### src/rtl/set_assoc_cache_lru_sim_core_defines.svh
// ----------------------------------------------------------------------------
// set_assoc_cache_lru_sim_core_defines
// assertion macros shared by the cache model rtl
// ----------------------------------------------------------------------------
`ifndef SET_ASSOC_CACHE_LRU_SIM_CORE_DEFINES_SVH
`define SET_ASSOC_CACHE_LRU_SIM_CORE_DEFINES_SVH

`ifndef SYNTHESIS
`define SACL_ASSERT_IMP(lbl, ante, cons) \
    lbl: assert property (@(posedge i_clk) disable iff (!i_rst_n) (ante) |-> (cons)) \
        else $error("same-cycle check failed");
`define SACL_ASSERT_NXT(lbl, ante, cons) \
    lbl: assert property (@(posedge i_clk) disable iff (!i_rst_n) (ante) |=> (cons)) \
        else $error("next-cycle check failed");
`else
`define SACL_ASSERT_IMP(lbl, ante, cons)
`define SACL_ASSERT_NXT(lbl, ante, cons)
`endif

`endif

### src/rtl/sacl_pkg.sv
// ----------------------------------------------------------------------------
// sacl_pkg
// shared types and constants of the set-associative cache model
// ----------------------------------------------------------------------------
package sacl_pkg;

    localparam int TOT_W = 32;
    localparam int APB_AW = 4;

    typedef logic [1:0] t_reg_idx;
    localparam t_reg_idx REG_SET_BITS   = 2'd0;
    localparam t_reg_idx REG_WAYS       = 2'd1;
    localparam t_reg_idx REG_BLOCK_BITS = 2'd2;

    typedef logic [1:0] t_func;
    localparam t_func FUNC_MODIFY = 2'd2;
    localparam t_func FUNC_NONE   = 2'd3;

    typedef struct packed {
        logic [2:0] set_bits;
        logic [3:0] ways;
        logic [4:0] block_bits;
    } t_cfg;

    typedef struct packed {
        logic hit;
        logic miss;
        logic evicted;
    } t_flags;

endpackage

### src/rtl/sacl_cfg_regs.sv
// ----------------------------------------------------------------------------
// sacl_cfg_regs
// apb configuration registers: set bits, ways, block bits
// ----------------------------------------------------------------------------
module sacl_cfg_regs
    import sacl_pkg::*;
(
    input  logic              i_clk,
    input  logic              i_rst_n,
    input  logic              psel,
    input  logic              penable,
    input  logic              pwrite,
    input  logic [APB_AW-1:0] paddr,
    input  logic [31:0]       pwdata,
    output logic [31:0]       prdata,
    output logic              pready,
    output t_cfg              o_cfg
);

    t_cfg     r_cfg;
    t_reg_idx idx;

    assign idx    = paddr[3:2];
    assign pready = 1'b1;
    assign o_cfg  = r_cfg;

    always_ff @(posedge i_clk) begin
        if (!i_rst_n) begin
            r_cfg.set_bits   <= 3'd0;
            r_cfg.ways       <= 4'd1;
            r_cfg.block_bits <= 5'd0;
        end else if (psel && penable && pwrite) begin
            unique case (idx)
                REG_SET_BITS:   r_cfg.set_bits   <= pwdata[2:0];
                REG_WAYS:       r_cfg.ways       <= pwdata[3:0];
                REG_BLOCK_BITS: r_cfg.block_bits <= pwdata[4:0];
                default: ;
            endcase
        end
    end

    always_comb begin
        unique case (idx)
            REG_SET_BITS:   prdata = {29'd0, r_cfg.set_bits};
            REG_WAYS:       prdata = {28'd0, r_cfg.ways};
            REG_BLOCK_BITS: prdata = {27'd0, r_cfg.block_bits};
            default:        prdata = 32'd0;
        endcase
    end

endmodule

### config.mk
export PLATFORM = sky130hd
export DESIGN_NAME = sacl_cfg_regs
export DESIGN_NICKNAME = d
export VERILOG_FILES = /design/src/rtl/set_assoc_cache_lru_sim_core_defines.svh /design/src/rtl/sacl_pkg.sv /design/src/rtl/sacl_cfg_regs.sv
export SDC_FILE = /design/constraint.sdc
export NUM_CORES = 1
export LEC_CHECK = 0
export BUFFER_PORTS_ARGS = -buffer_cell sky130_fd_sc_hd__buf_2
export CORE_MARGIN = 2
export CORE_UTILIZATION = 25
export CTS_BUF_LIST = sky130_fd_sc_hd__clkbuf_8
export CTS_CLUSTER_DIAMETER = 30
export CTS_CLUSTER_SIZE = 12
export DETAILED_ROUTE_END_ITERATION = 6
export RECOVER_POWER = 50
export SYNTH_ARGS = -nofsm -noshare
export SYNTH_HDL_FRONTEND = slang
export SYNTH_SLANG_ARGS = --single-unit
### constraint.sdc
create_clock -name i_clk -period 0.9 [get_ports i_clk]
set_input_delay 0.09 -clock i_clk [delete_from_list [all_inputs] [get_ports i_clk]]
set_output_delay 0.09 -clock i_clk [all_outputs]
set_load 0.005 [all_outputs]
# After elaboration in Yosys (flattened, before gate mapping)
# Cells that the tools add are included.
# W data, S select, Z words.
[op_classes]
n_addsub = 0
mul = 0
n_div = 0
n_lt_le_gt_ge = 0
eq_ne = 2
n_shift = 0
n_mux = 1
n_bitwise = 0
reduce_logical = 6
[op_table]
columns = ["cell", "count"]
rows = [
  ["$pmux W5 S3", 1],
  ["$reduce_and A2 Y1", 3],
  ["$eq A2 B1 Y1 const B", 1],
  ["$eq A2 B2 Y1 const B", 1],
  ["$logic_and A1 B1 Y1", 2],
  ["$logic_not A2 Y1", 1],
]
[word_totals]
register_bits = 12
latchBits = 0
ram_bits = 0
rom_bits = 0
out_inout_bits = 45
elab_cells = 12
n_memories = 0

# Longest topological paths before layout
[logic_depth]
word_depth = 3
depth_mapped = 5

# Worst setup path after synthesis
# Ideal clock, no wire load.
[synth_timing]
path_kind = "input -> register"
start = "input port paddr[3]"
end = "register r_cfg (netlist bit o_cfg[6])"
t_arrival_ns = 0.767
required_time_ns = 0.828
path_slack_ns = 0.062
stages = 5
n_path_buf = 2
path_cell_list = "buf_6 -> nor2b_4 -> and2_1 -> buf_2 -> mux2i_1"
[synth_via]
elab_chain_cells = 2
[synth_lines]
columns = ["element", "line", "text"]
rows = [
  ["start, declared", "sacl_cfg_regs.sv:13", "input logic [APB_AW-1:0] paddr,"],
  ["$eq A2 B1 Y1", "sacl_cfg_regs.sv:33", "unique case (idx)"],
  ["$reduce_and A2 Y1 (no line)", "--", ""],
  ["end, declared", "sacl_cfg_regs.sv:20", "t_cfg r_cfg;"],
]
# No other way between the ends.
# A chain may end at the register's enable or synchronous reset.

# Final worst setup path
[layout_timing]
start = "register r_cfg (netlist bit o_cfg[2])"
end = "output port prdata[2]"
[layout_via]
elab_chain_cells = 1
[layout_lines]
columns = ["element", "line", "text"]
rows = [
  ["$pmux W5 S3", "sacl_cfg_regs.sv:43", "unique case (idx)"],
  ["end, declared", "sacl_cfg_regs.sv:15", "output logic [31:0] prdata,"],
]
# No other way between the ends.

==> out/metrics.cfg <==
[synthesis]
avgSynthCellArea_um2=8.508
synth_top_area_share_pct=29.72
ys_warn_count=0
syn_inst=95
syn-cell-area_um2=808.3
ys_ff_latch=12
yosysTopAreaCell=dfxtp_1
synth.yosys.seq_area_share_pct=29.72
yosys.cell_types.count=19
synth_area_leaders=dfxtp_1 30%, buf_4 26%, mux2i_1 17%

[power_and_ir_drop]
pwr-share-comb_pct=12.9
p_sw_mw=0.2753
internal-power_mw=0.8985
power.total_mw=1.174
clkPwrFrac_pct=40.7
irDropWorstVdd_mv=0.7437
sw_frac_of_total_pct=23.45
power_density_mw_per_mm2=1154
cellLeakagePower_nw=0.5264
power_frac_seq_pct=46.4

[clocking]
cts_buffer_depth=2
cts_sinks=12
tritoncts=yes
root_buffer=clkbuf_8
htreeDepth=1
insertion_delay_ns=0.24
cts_buffers=3
cts.clk_slew.worst_paths_ns=0.05

[worst_hold_path]
hold_start=pwdata[4]
holdPathStages=3
min_delay_worst_endpoint=o_cfg[4]
hold_path_class=in2reg

[floorplanning]
die_h_um=60.86
core_mm2=0.003053
fp.dieW_um=60.86
placementRows=20
die_area_mm2=0.003704
pin_count=86
initial_utilization_pct=26.48

[setup_path]
crit_buf_inv=1
r2r_setup_slack_ns=0.23
cp.arrival_ns=0.90
cpMaxStageDelayCell=dfxtp_2
crit_path_cell_trace=mux2i_1 -> o21ai_1 -> buf_2
max_stage_delay_ns=0.32
cp-start-kind=flop
cp_top_family=flip-flops
path_class=reg2out
reg2reg_depth=3
end_kind=output port
rr_startpoint=o_cfg[1]
worstPathMaxFanout=2
required_ns=0.81
reg2reg_to=o_cfg[1]

[placed_design]
dp_hpwl_mm=1.268
io_buffer_count=28
dpl-instance-area_um2=898.4
place_ws_ns=-0.05516
gp_congestion=0.6908

[global_route]
gr-total-overflow=0
grt_max_degree=18
grt_pass1_wl_mm=2.359
track_usage_pct=9.115
antenna_found_initial=0
grt_pass1_vias=527

[timing]
setup_tns_ns=-0.3015
fin_worst_skew_ns=0
hold_viol_final=0
period_share_pct=110.4
period_minus_slack_ns=0.9939
timing.hold.ws_ns=0.09071
rsz0062_at_grt=true
worst_slack_ns=-0.09394
setup_viol=4
slew_violations=0
fmax_mhz=1006

[finish]
multi_input_area_um2=415.4
antenna-diode-count=0
mostFrequentLayoutCell=conb_1
largest_reg_flops=12
filler_cell_count=354
drive_gt1_share_pct=39.84
ff_latch_area_um2=250.2
fin_nets=171
finalInstanceArea_mm2=0.001017
synthToLayoutAreaGrowth_pct=25.85
mostFrequentLayoutCells=28 x conb_1, 21 x buf_2, 20 x nand2_1

[route]
drc_errors=0
drt-total-wl_mm=1.605
dr.pass1.iters=4
final_antenna_net_count=0
dr_total_vias=635
wl_per_cell_um=9.331
vias_per_cell=3.692
drt_iter0_markers=15

[outcome]
violations=negative setup slack
status=finished, violations left

[job]
max_cap_violations=0

worst reg2reg max path: stages, from the launching register on:
cell	delay (ns)
dfxtp_2	0.33
buf_6	0.09
nand2_1	0.04
mux2i_1	0.13
layer usage:
metal  global-route usage [%]  part of all wire, %  vias to the layer above
met1                    10.37                   43                      285
met2                    14.59                   47                       35
li1                         -                    -                      313
met3                    4.478                  9.8                        2
met4                    3.727                 0.50                        0
met5                        0                    0                        -
kinds of logic after synthesis:
group           count (synthesis)  share of synthesized area, %
simple gates                   28                         16.87
buf+inv                        34                         31.11
mux                            14                         17.34
compound gates                  5                         4.025
other cells                     2                        0.9291
flops                          12                         29.72
worst max path at each step:
stage	startpoint	to	cells after the start
after global routing	o_cfg[2]	prdata[2]	3
after detailed placement	paddr[3]	o_cfg[7]	4
after floorplan	paddr[3]	o_cfg[6]	5
after CTS	o_cfg[2]	prdata[2]	3
after global placement	paddr[3]	o_cfg[6]	4
final	o_cfg[2]	prdata[2]	3
through the flow:
stage / std cells / utilization, %
2_1_floorplan: 121 / -
3_5_place_dp: 166 / 29.43
3_3_place_gp: 166 / 29.43
5_1_grt: 172 / 33.32
4_1_cts: 172 / 32.09
6_report: 172 / 33.32
synth_stat cells:
cell and n:
dfxtp_1 12, o21ai_0 3, conb_1 2, buf_2 3
nor2_1 1, and2b_4 1, inv_1 1, nand2_1 20
a22o_2 1, and2_4 1, nor2b_4 1, nand3_1 1
buf_4 28, o211ai_1 1, and2_2 1, and3_1 1
mux2i_1 14, and2_1 1, buf_6 2
layout make-up:
cell class                 count  share of cell area (%)
clock buffer                   3                   4.059
multi-input combinational     75                   40.84
tap                           44                   5.412
inverter                       1                  0.3690
sequential                    12                   24.60
timing repair buffer          37                   24.72
timing repair:
| item | CTS | global route |
|---|---|---|
| resized for setup | 12 | 9 |
| buffers inserted | 3 | 0 |
| endpoints found under the setup margin | 5 | 10 |
| pin swaps | 1 | 1 |
| hold buffers | 0 | 0 |
power groups by stage:
| stage | Combinational (mW) | Clock [mW] | Sequential (mW) |
|---|---|---|---|
| finish | 0.151 | 0.478 | 0.545 |
| global placement | 0.144 | 0 | 0.555 |
| CTS | 0.148 | 0.502 | 0.544 |
| global route | 0.175 | 0.522 | 0.545 |
| floorplan | 0.178 | 0 | 0.556 |
| detailed placement | 0.143 | 0 | 0.555 |
Power figures use the tool's default switching activity.
