### src/rtl/set_assoc_cache_lru_sim_core_defines.svh
// ----------------------------------------------------------------------------
// set_assoc_cache_lru_sim_core_defines
// assertion macros shared by the cache model rtl
// ----------------------------------------------------------------------------
`ifndef SET_ASSOC_CACHE_LRU_SIM_CORE_DEFINES_SVH
`define SET_ASSOC_CACHE_LRU_SIM_CORE_DEFINES_SVH

`ifndef SYNTHESIS
`define SACL_ASSERT_IMP(lbl, ante, cons) \
    lbl: assert property (@(posedge i_clk) disable iff (!i_rst_n) (ante) |-> (cons)) \
        else $error("same-cycle check failed");
`define SACL_ASSERT_NXT(lbl, ante, cons) \
    lbl: assert property (@(posedge i_clk) disable iff (!i_rst_n) (ante) |=> (cons)) \
        else $error("next-cycle check failed");
`else
`define SACL_ASSERT_IMP(lbl, ante, cons)
`define SACL_ASSERT_NXT(lbl, ante, cons)
`endif

`endif

### src/rtl/sacl_pkg.sv
// ----------------------------------------------------------------------------
// sacl_pkg
// shared types and constants of the set-associative cache model
// ----------------------------------------------------------------------------
package sacl_pkg;

    localparam int TOT_W = 32;
    localparam int APB_AW = 4;

    typedef logic [1:0] t_reg_idx;
    localparam t_reg_idx REG_SET_BITS   = 2'd0;
    localparam t_reg_idx REG_WAYS       = 2'd1;
    localparam t_reg_idx REG_BLOCK_BITS = 2'd2;

    typedef logic [1:0] t_func;
    localparam t_func FUNC_MODIFY = 2'd2;
    localparam t_func FUNC_NONE   = 2'd3;

    typedef struct packed {
        logic [2:0] set_bits;
        logic [3:0] ways;
        logic [4:0] block_bits;
    } t_cfg;

    typedef struct packed {
        logic hit;
        logic miss;
        logic evicted;
    } t_flags;

endpackage

### src/rtl/sacl_update.sv
// ----------------------------------------------------------------------------
// sacl_update
// tag search, victim choice and lru rank update over one set row
// ----------------------------------------------------------------------------
module sacl_update
    import sacl_pkg::*;
#(
    parameter int MAX_WAYS = 8,
    parameter int AW       = 32,
    parameter int RW       = 3
) (
    input  logic [MAX_WAYS*(1+AW+RW)-1:0] i_row,
    input  logic [AW-1:0]                 i_tag,
    input  logic [MAX_WAYS-1:0]           i_inuse,
    output logic [MAX_WAYS*(1+AW+RW)-1:0] o_row,
    output t_flags                        o_flags
);

    localparam int EW = 1 + AW + RW;
    localparam logic [RW-1:0] RANK_TOP = RW'(MAX_WAYS - 1);

    logic [MAX_WAYS-1:0]         vld, vld_n, match, free, best;
    logic [MAX_WAYS-1:0][AW-1:0] tg, tg_n;
    logic [MAX_WAYS-1:0][RW-1:0] rk, rk_n;
    logic                        hit, any_free;
    logic [RW-1:0]               way, old_rank;

    function automatic logic [RW-1:0] first_one(input logic [MAX_WAYS-1:0] vec);
        logic [RW-1:0] pos;
        pos = '0;
        for (int i = MAX_WAYS - 1; i >= 0; i--) begin
            if (vec[i]) begin
                pos = RW'(i);
            end
        end
        return pos;
    endfunction

    always_comb begin
        for (int i = 0; i < MAX_WAYS; i++) begin
            vld[i]   = i_row[i*EW + EW - 1];
            tg[i]    = i_row[i*EW + RW +: AW];
            rk[i]    = i_row[i*EW +: RW];
            match[i] = i_inuse[i] && vld[i] && (tg[i] == i_tag);
            free[i]  = i_inuse[i] && !vld[i];
        end
    end

    // oldest in-use way, lowest index on a tie
    always_comb begin
        for (int i = 0; i < MAX_WAYS; i++) begin
            best[i] = i_inuse[i];
            for (int j = 0; j < MAX_WAYS; j++) begin
                if (i_inuse[j] && ((j < i) ? (rk[j] >= rk[i]) : (rk[j] > rk[i]))) begin
                    best[i] = 1'b0;
                end
            end
        end
    end

    assign hit      = |match;
    assign any_free = |free;
    assign way      = hit ? first_one(match) : (any_free ? first_one(free) : first_one(best));
    assign old_rank = rk[way];

    always_comb begin
        vld_n = vld;
        tg_n  = tg;
        rk_n  = rk;
        for (int i = 0; i < MAX_WAYS; i++) begin
            if (RW'(i) != way && i_inuse[i] && vld[i] && (!hit || rk[i] < old_rank)
                && rk[i] < RANK_TOP) begin
                rk_n[i] = rk[i] + 1'b1;
            end
        end
        rk_n[way] = '0;
        if (!hit) begin
            vld_n[way] = 1'b1;
            tg_n[way]  = i_tag;
        end
        for (int i = 0; i < MAX_WAYS; i++) begin
            o_row[i*EW +: EW] = {vld_n[i], tg_n[i], rk_n[i]};
        end
    end

    assign o_flags.hit     = hit;
    assign o_flags.miss    = !hit;
    assign o_flags.evicted = !hit && !any_free;

endmodule
### config.mk
export PLATFORM = sky130hd
export DESIGN_NAME = sacl_update
export DESIGN_NICKNAME = d
export VERILOG_FILES = /design/src/rtl/set_assoc_cache_lru_sim_core_defines.svh /design/src/rtl/sacl_pkg.sv /design/src/rtl/sacl_update.sv
export SDC_FILE = /design/constraint.sdc
export NUM_CORES = 1
export LEC_CHECK = 0
export ABC_AREA = 1
export BUFFER_PORTS_ARGS = -buffer_cell sky130_fd_sc_hd__buf_2
export CAP_MARGIN = 10
export CORE_AREA = 4 4 241 243
export DETAILED_ROUTE_END_ITERATION = 16
export DIE_AREA = 0 0 245 247
export PLACE_DENSITY = 0.49
export RECOVER_POWER = 50
export SKIP_LAST_GASP = 1
export SLEW_MARGIN = 25
export SYNTH_ARGS = -nofsm -noshare
export SYNTH_HDL_FRONTEND = slang
export SYNTH_SLANG_ARGS = --single-unit
### constraint.sdc
create_clock -name vclk -period 8.25
set_input_delay 1.65 -clock vclk [all_inputs]
set_output_delay 1.65 -clock vclk [all_outputs]
set_load 0.02 [all_outputs]
# Word-level counts from Yosys, hierarchy flattened
# Cells that the tools add are included.
[totals] latch_bits=0 regBits=0 mem_bits_rw=0 wordCells=360 rom_bits=0 n_memories=0
[op_classes] div=0 mul=0 n_eq_ne=15 reduce_logical=143 n_bitwise=3 n_shift=0 n_lt_le_gt_ge=82 addsub=8 mux=109
[op_table] operator="$bwmux W256" count=1
[op_table] operator="$eq A32 B32 Y1" count=8
[op_table] operator="$mux W256" count=1
[op_table] operator="$logic_and A1 B1 Y1" count=122
[op_table] operator="$gt A3 B3 Y1" count=36
[op_table] operator="$mux W3" count=36
[op_table] operator="$demux W32 S3" count=1
[op_table] operator="$ge A3 B3 Y1" count=28
[op_table] operator="$mux W1" count=65
[op_table] operator="$mux W32" count=1
[op_table] operator="$add A3 B1 Y3 const B" count=8
[op_table] operator="$and A24 B24 Y24" count=1
[op_table] operator="$lt A3 B3 Y1" count=8
[op_table] operator="$lt A3 B3 Y1 const B" count=8
[op_table] operator="$not A24 Y24" count=1
[op_table] operator="$reduce_or A8 Y1" count=2
[op_table] operator="$ne A3 B3 Y1 const A" count=4
[op_table] operator="$logic_not A1 Y1" count=10
[op_table] operator="$bmux W3 S3" count=1
[op_table] operator="$demux W3 S3" count=1
[op_table] operator="$logic_or A1 B1 Y1" count=8
[op_table] operator="$mux W8" count=1
[op_table] operator="$or A8 B8 Y8" count=1
[op_table] operator="$ne A2 B3 Y1 const A" count=2
[op_table] operator="5 further kinds" count=5

# Longest topological paths before layout
[depth] word_depth=28 mapped_depth=33 mapped_depth_nobuf=31

# Worst setup path after synthesis
# No wires, ideal clock.
[synth_path] path_type="input to output" startpoint="in i_tag[9]" endpoint="out o_row[218]" arrival_time_ns=4.861 setup_slack_ns=1.739 n_path_buf=2 t_required_ns=6.600 cell_stages=28 cell_sequence="buf_2 > inv_2 > buf_2 > o21ai_1 > nor2_1 > nand2_1 > nor2_1 > nand4_1 > o21ai_2 > nor2_8 > nand2_8 > nor2_4 > nand2_1 > nand2_2 > nand2_4 > o21ai_0 > a211oi_1 > a31oi_1 > ha_1 > inv_1 > a21oi_2 > nand2_1 > nand2_1 > nand2_2 > nand3_1 > nand2_1 > inv_1 > nor2_1"
[synth_between] elab_chain_cells=19 word_cells_on_any_way=44 cone_classes="3 x order compare; 9 x eq/ne; 14 x mux; 2 x bitwise; 16 x reduce/logical"
[synth_lines] item="start: declaration" line_no="sacl_update.sv:13" text="input logic [AW-1:0] i_tag,"
[synth_lines] item="$eq A32 B32 Y1" line_no="sacl_update.sv:44" text="match[i] = i_inuse[i] && vld[i] && (tg[i] == i_tag);"
[synth_lines] item="$logic_and A1 B1 Y1" line_no="sacl_update.sv:44"
[synth_lines] item="$mux W3 (8 in series)" line_no="sacl_update.sv:32" text="if (vec[i]) begin"
[synth_lines] item="$mux W3" line_no="sacl_update.sv:63" text="assign way = hit ? first_one(match) : (any_free ? first_one(free) : first_one(best));"
[synth_lines] item="$bmux W3 S3" line_no="sacl_update.sv:64" text="assign old_rank = rk[way];"
[synth_lines] item="$mux W3 (implied by the code)" line_no="sacl_update.sv:64"
[synth_lines] item="$lt A3 B3 Y1" line_no="sacl_update.sv:71" text="if (RW'(i) != way && i_inuse[i] && vld[i] && (!hit || rk[i] < old_rank)"
[synth_lines] item="$logic_or A1 B1 Y1" line_no="sacl_update.sv:71"
[synth_lines] item="$logic_and A1 B1 Y1" line_no="sacl_update.sv:71"
[synth_lines] item="$logic_and A1 B1 Y1" line_no="sacl_update.sv:72" text="&& rk[i] < RANK_TOP) begin"
[synth_lines] item="$mux W3" line_no="sacl_update.sv:71"
[synth_lines] item="$and A24 B24 Y24 (no line) *"
[synth_lines] item="end: declaration" line_no="sacl_update.sv:15" text="output logic [MAX_WAYS*(1+AW+RW)-1:0] o_row,"
# Every way passes the cells marked *; elsewhere a longest branch is shown, timed or not. The select of a mux whose other input is x is not followed.

# Worst setup path in the final report
[layout_path] startpoint="in i_tag[30]" endpoint="out o_row[230]"
[layout_between] elab_chain_cells=17 word_cells_on_any_way=33 cone_classes="2 x order compare; 8 x eq/ne; 13 x mux; 10 x reduce/logical"
[layout_lines] item="$eq A32 B32 Y1" line_no="sacl_update.sv:44"
[layout_lines] item="$logic_and A1 B1 Y1" line_no="sacl_update.sv:44"
[layout_lines] item="$mux W3 (8 in series)" line_no="sacl_update.sv:32"
[layout_lines] item="$mux W3" line_no="sacl_update.sv:63"
[layout_lines] item="$lt A3 B4 Y1 (implied by the code) / $ge A3 B1 Y1 (equally long branches)" line_no="sacl_update.sv:79" text="tg_n[way] = i_tag;"
[layout_lines] item="$logic_and A1 B1 Y1 (implied by the code)" line_no="sacl_update.sv:79"
[layout_lines] item="$mux W32 (implied by the code)" line_no="sacl_update.sv:79"
[layout_lines] item="$demux W32 S3" line_no="sacl_update.sv:79"
[layout_lines] item="$bwmux W256" line_no="sacl_update.sv:79"
[layout_lines] item="$mux W256 *" line_no="sacl_update.sv:77" text="if (!hit) begin"
# Every way passes the cells marked *; elsewhere a longest branch is shown, timed or not.

==> summary.md <==
| Metric | Value |
|---|---|
| Slew margin rel. | -1.623% |
| Top-count cell post-synth | nand2_1 |
| FF+latch count | 0 |
| First-pass GRT wire length | around 130 mm |
| Vias | around 17k |
| Setup repair bufs after CTS | 0 |
| Crit Path Max Fanout | 63 |
| Port bufs | between 600 and 700 |
| Area Overhead vs Synth | 31.83% |
| Global routing usage on met3 | under 10% |
| Fin Setup TNS | 0 ns |
| Final Hold Fails | 0 |
| Post-synthesis mux area share | 0% |
| Initial antenna violation count | 35 |
| Register share of total power | 0% |
| Fin crit period | 7.821 ns |
| Worst-margin pin slew | 1.524 ns |
| CP startpoint kind | input pin |
| Post-synthesis adder-cell area fraction | a little under an eighth |
| DRC | 0 |
| Antenna viol nets, final | 0 |
| Final wirelength | roughly 94 mm |
| Filler cells | 6982 |
| WP data arrival | around 6.2 ns |
| Peak VDD IR | 0.04042 mV |
| Critical path's slowest cell | buf_2 |
| Internal power | around 380 µW |
| Area occupied by multi-input gates | between 9000 and 10000 µm² |
| Critical Path RT | 6.60 ns |
| Comb pwr share | 100.0% |
| Syn nets | roughly 2.6k |
| Synth warn | 0 |
| Max stage delay on crit path | between 0.9 and 1 ns |
| CP startpoint | i_tag[30] |
| Max-cap violations | 1 |
| Post-Syn Area | 10990 µm² |
| GRT busiest layer | met2 |
| Fmax | 127.9 MHz |
| Pwr dens | between 90 and 100 nW/µm² |
| Hold Path Depth | 4 |
| Simple-gate share of the synthesized area | between 40% and 50% |
| Hold WC Path Type | input pin to primary output |
| Core box area | about 56000 µm² |
| I/O pin count | 619 |
| Worst path most repeated cell | nand2_1 |
| Net Sw Frac | 71.65% |
| Post-CTS Resized | 0 |
| Post-synthesis sequential area ratio | 0% |
| Post-Synth XOR/XNOR Area | around 7% |
| Reg area | 0 µm² |
| Hold_sp | i_row[169] |
| Largest net degree at the start of global routing | 66 |
| Compound-Gate Fraction of Synth Area | 21.73% |
| Number of global-route vias before repair | 15.83k |
| Rows | 87 |
| Psw | a little under 1 mW |
| GR Overflow Total | 0 |
| Leak | 8.013 nW |
| WHS | ~3.7 ns |
| Hold-fix buffer count after cts | 0 |
| Average cell area after synthesis | 5.120 µm² |
| Clock buf count | 0 |
| Core Util, Final | approximately 26% |
| Fraction of layout instances using a drive strength above 1 | a little under a quarter |
| Largest family of logic cells by synthesized area | simple AND/OR/NAND/NOR gates |
| HPWL Detailed | between 70 and 80 mm |
| Library cells used by synthesis | just under 50 |
| Full die area | just over 60000 µm² |
| Synth cell count leaders | nand2_1 (755), o21ai_0 (305), inv_1 (220) |
| TritonRoute pass-1 iters | 5 |
| Pins over their slew limit | 66 |
| Met1 GRT Util | 33.60% |
| Clock share of power | 0% |
| Nets | 3113 |
| Total power | 1.344 mW |
| Failing checks | max-capacitance violations, max-slew violations |
| Chip width | between 200 and 250 µm |
| RSZ-0062 raised after global routing | no |
| Top cells by area, synth | nand2_1 (26%), o21ai_0 (14%), ha_1 (11%), inv_1 (7.5%), xnor2_1 (6.7%) |
| Synth top area share | 25.79% |
| Mapped Cells | 2146 |
| Final period util | around 95% |
| Worst Path Class, Setup | input pin to primary output |
| Die H | roughly 250 µm |
| Gpl congestion | 0.9895 |
| Vias per std cell | roughly 4.9 |
| Status | complete, but fails checks |
| Crit end category | primary output |
| Wirelength per Cell | roughly 27 µm |
| Final setup vio count | 0 |
| M2 GR Usage | 52.40% |
| Initial core utilization | approximately a fifth |
| Global router's overall resource usage | ~29% |
| Largest area contributor in the netlist | nand2_1 |
| Initial DRC count | approximately 1.3k |
| CP cell instances | buf_2, inv_2, nand2_1, nand2_1, nand2_1, nor2_1, nand2_1, nor2_1, nand4_1, o21ai_2, nor2_8, nand2_8, inv_4, nand3_4, nand2_8, nand2_4, nor2_1, nand2_1, buf_2, nand2_1, o21ai_0, clkbuf_1 |
-- cell families after synthesis --
family / Yosys count
AOI/OAI and AO/OA: 448
xor gates and xnor gates: 88
buffers and inverters: 379
and+or+nand+nor: 1131
adders and majority gates: 100
-- layout make-up --
| class | instances | area share, % |
|---|---|---|
| Antenna cell | 17 | 0.2937 |
| Inverter | 261 | 6.868 |
| Multi-Input combinational cell | 1767 | 64.20 |
| Tap cell | 756 | 6.531 |
| Timing Repair Buffer | 655 | 22.11 |
-- power by group through the flow --
stage | sequential [mW] | clock, mW | combinational, mW
2_1_floorplan | 0 | 0 | 0.754
3_3_place_gp | 0 | 0 | 1.36
3_5_place_dp | 0 | 0 | 1.36
4_1_cts | 0 | 0 | 1.36
5_1_grt | 0 | 0.0000000814 | 1.44
6_report | 0 | 0.000000250 | 1.34
-- worst max-delay path, delay by kind of cell --
family                 cells  cell delay [ns]
AND/OR/NAND/NOR           15             2.13
AO/OA/AOI/OAI              2             0.34
buffers and inverters      5             1.98
-- worst paths after layout --
path,endpoint,slack [ns]
setup / recovery,o_row[230],0.43
hold / removal,o_row[169],3.66
-- placed cells by master, fill, tap and decap left out, types with 40 or more instances in the layout --
cell type	count
a21oi_1	40
inv_1	220
o21ai_1	58
nand3_1	98
ha_1	100
nor2_1	157
nand4_1	42
o21ai_0	305
xnor2_1	84
clkbuf_1	123
buf_2	497
nand2_1	755
-- metrics by stage --
step                      area, µm²  cells  setup slack [ns]
after floorplan               10990   2146             1.739
after global routing          14450   3444            0.1395
after global placement        14680   3439            0.4735
after detailed placement      14680   3439            0.5224
final                         14480   3456            0.4285
after CTS                     14680   3439            0.5113
-- routing by layer --
metal | wire length (µm) | up-vias
met4 | 5337 | 30
li1 | - | 8003
met2 | 46000 | 860
met5 | 185 | -
met3 | 7492 | 174
met1 | 35250 | 7906
No activity file was read; power rests on OpenSTA's default activity.
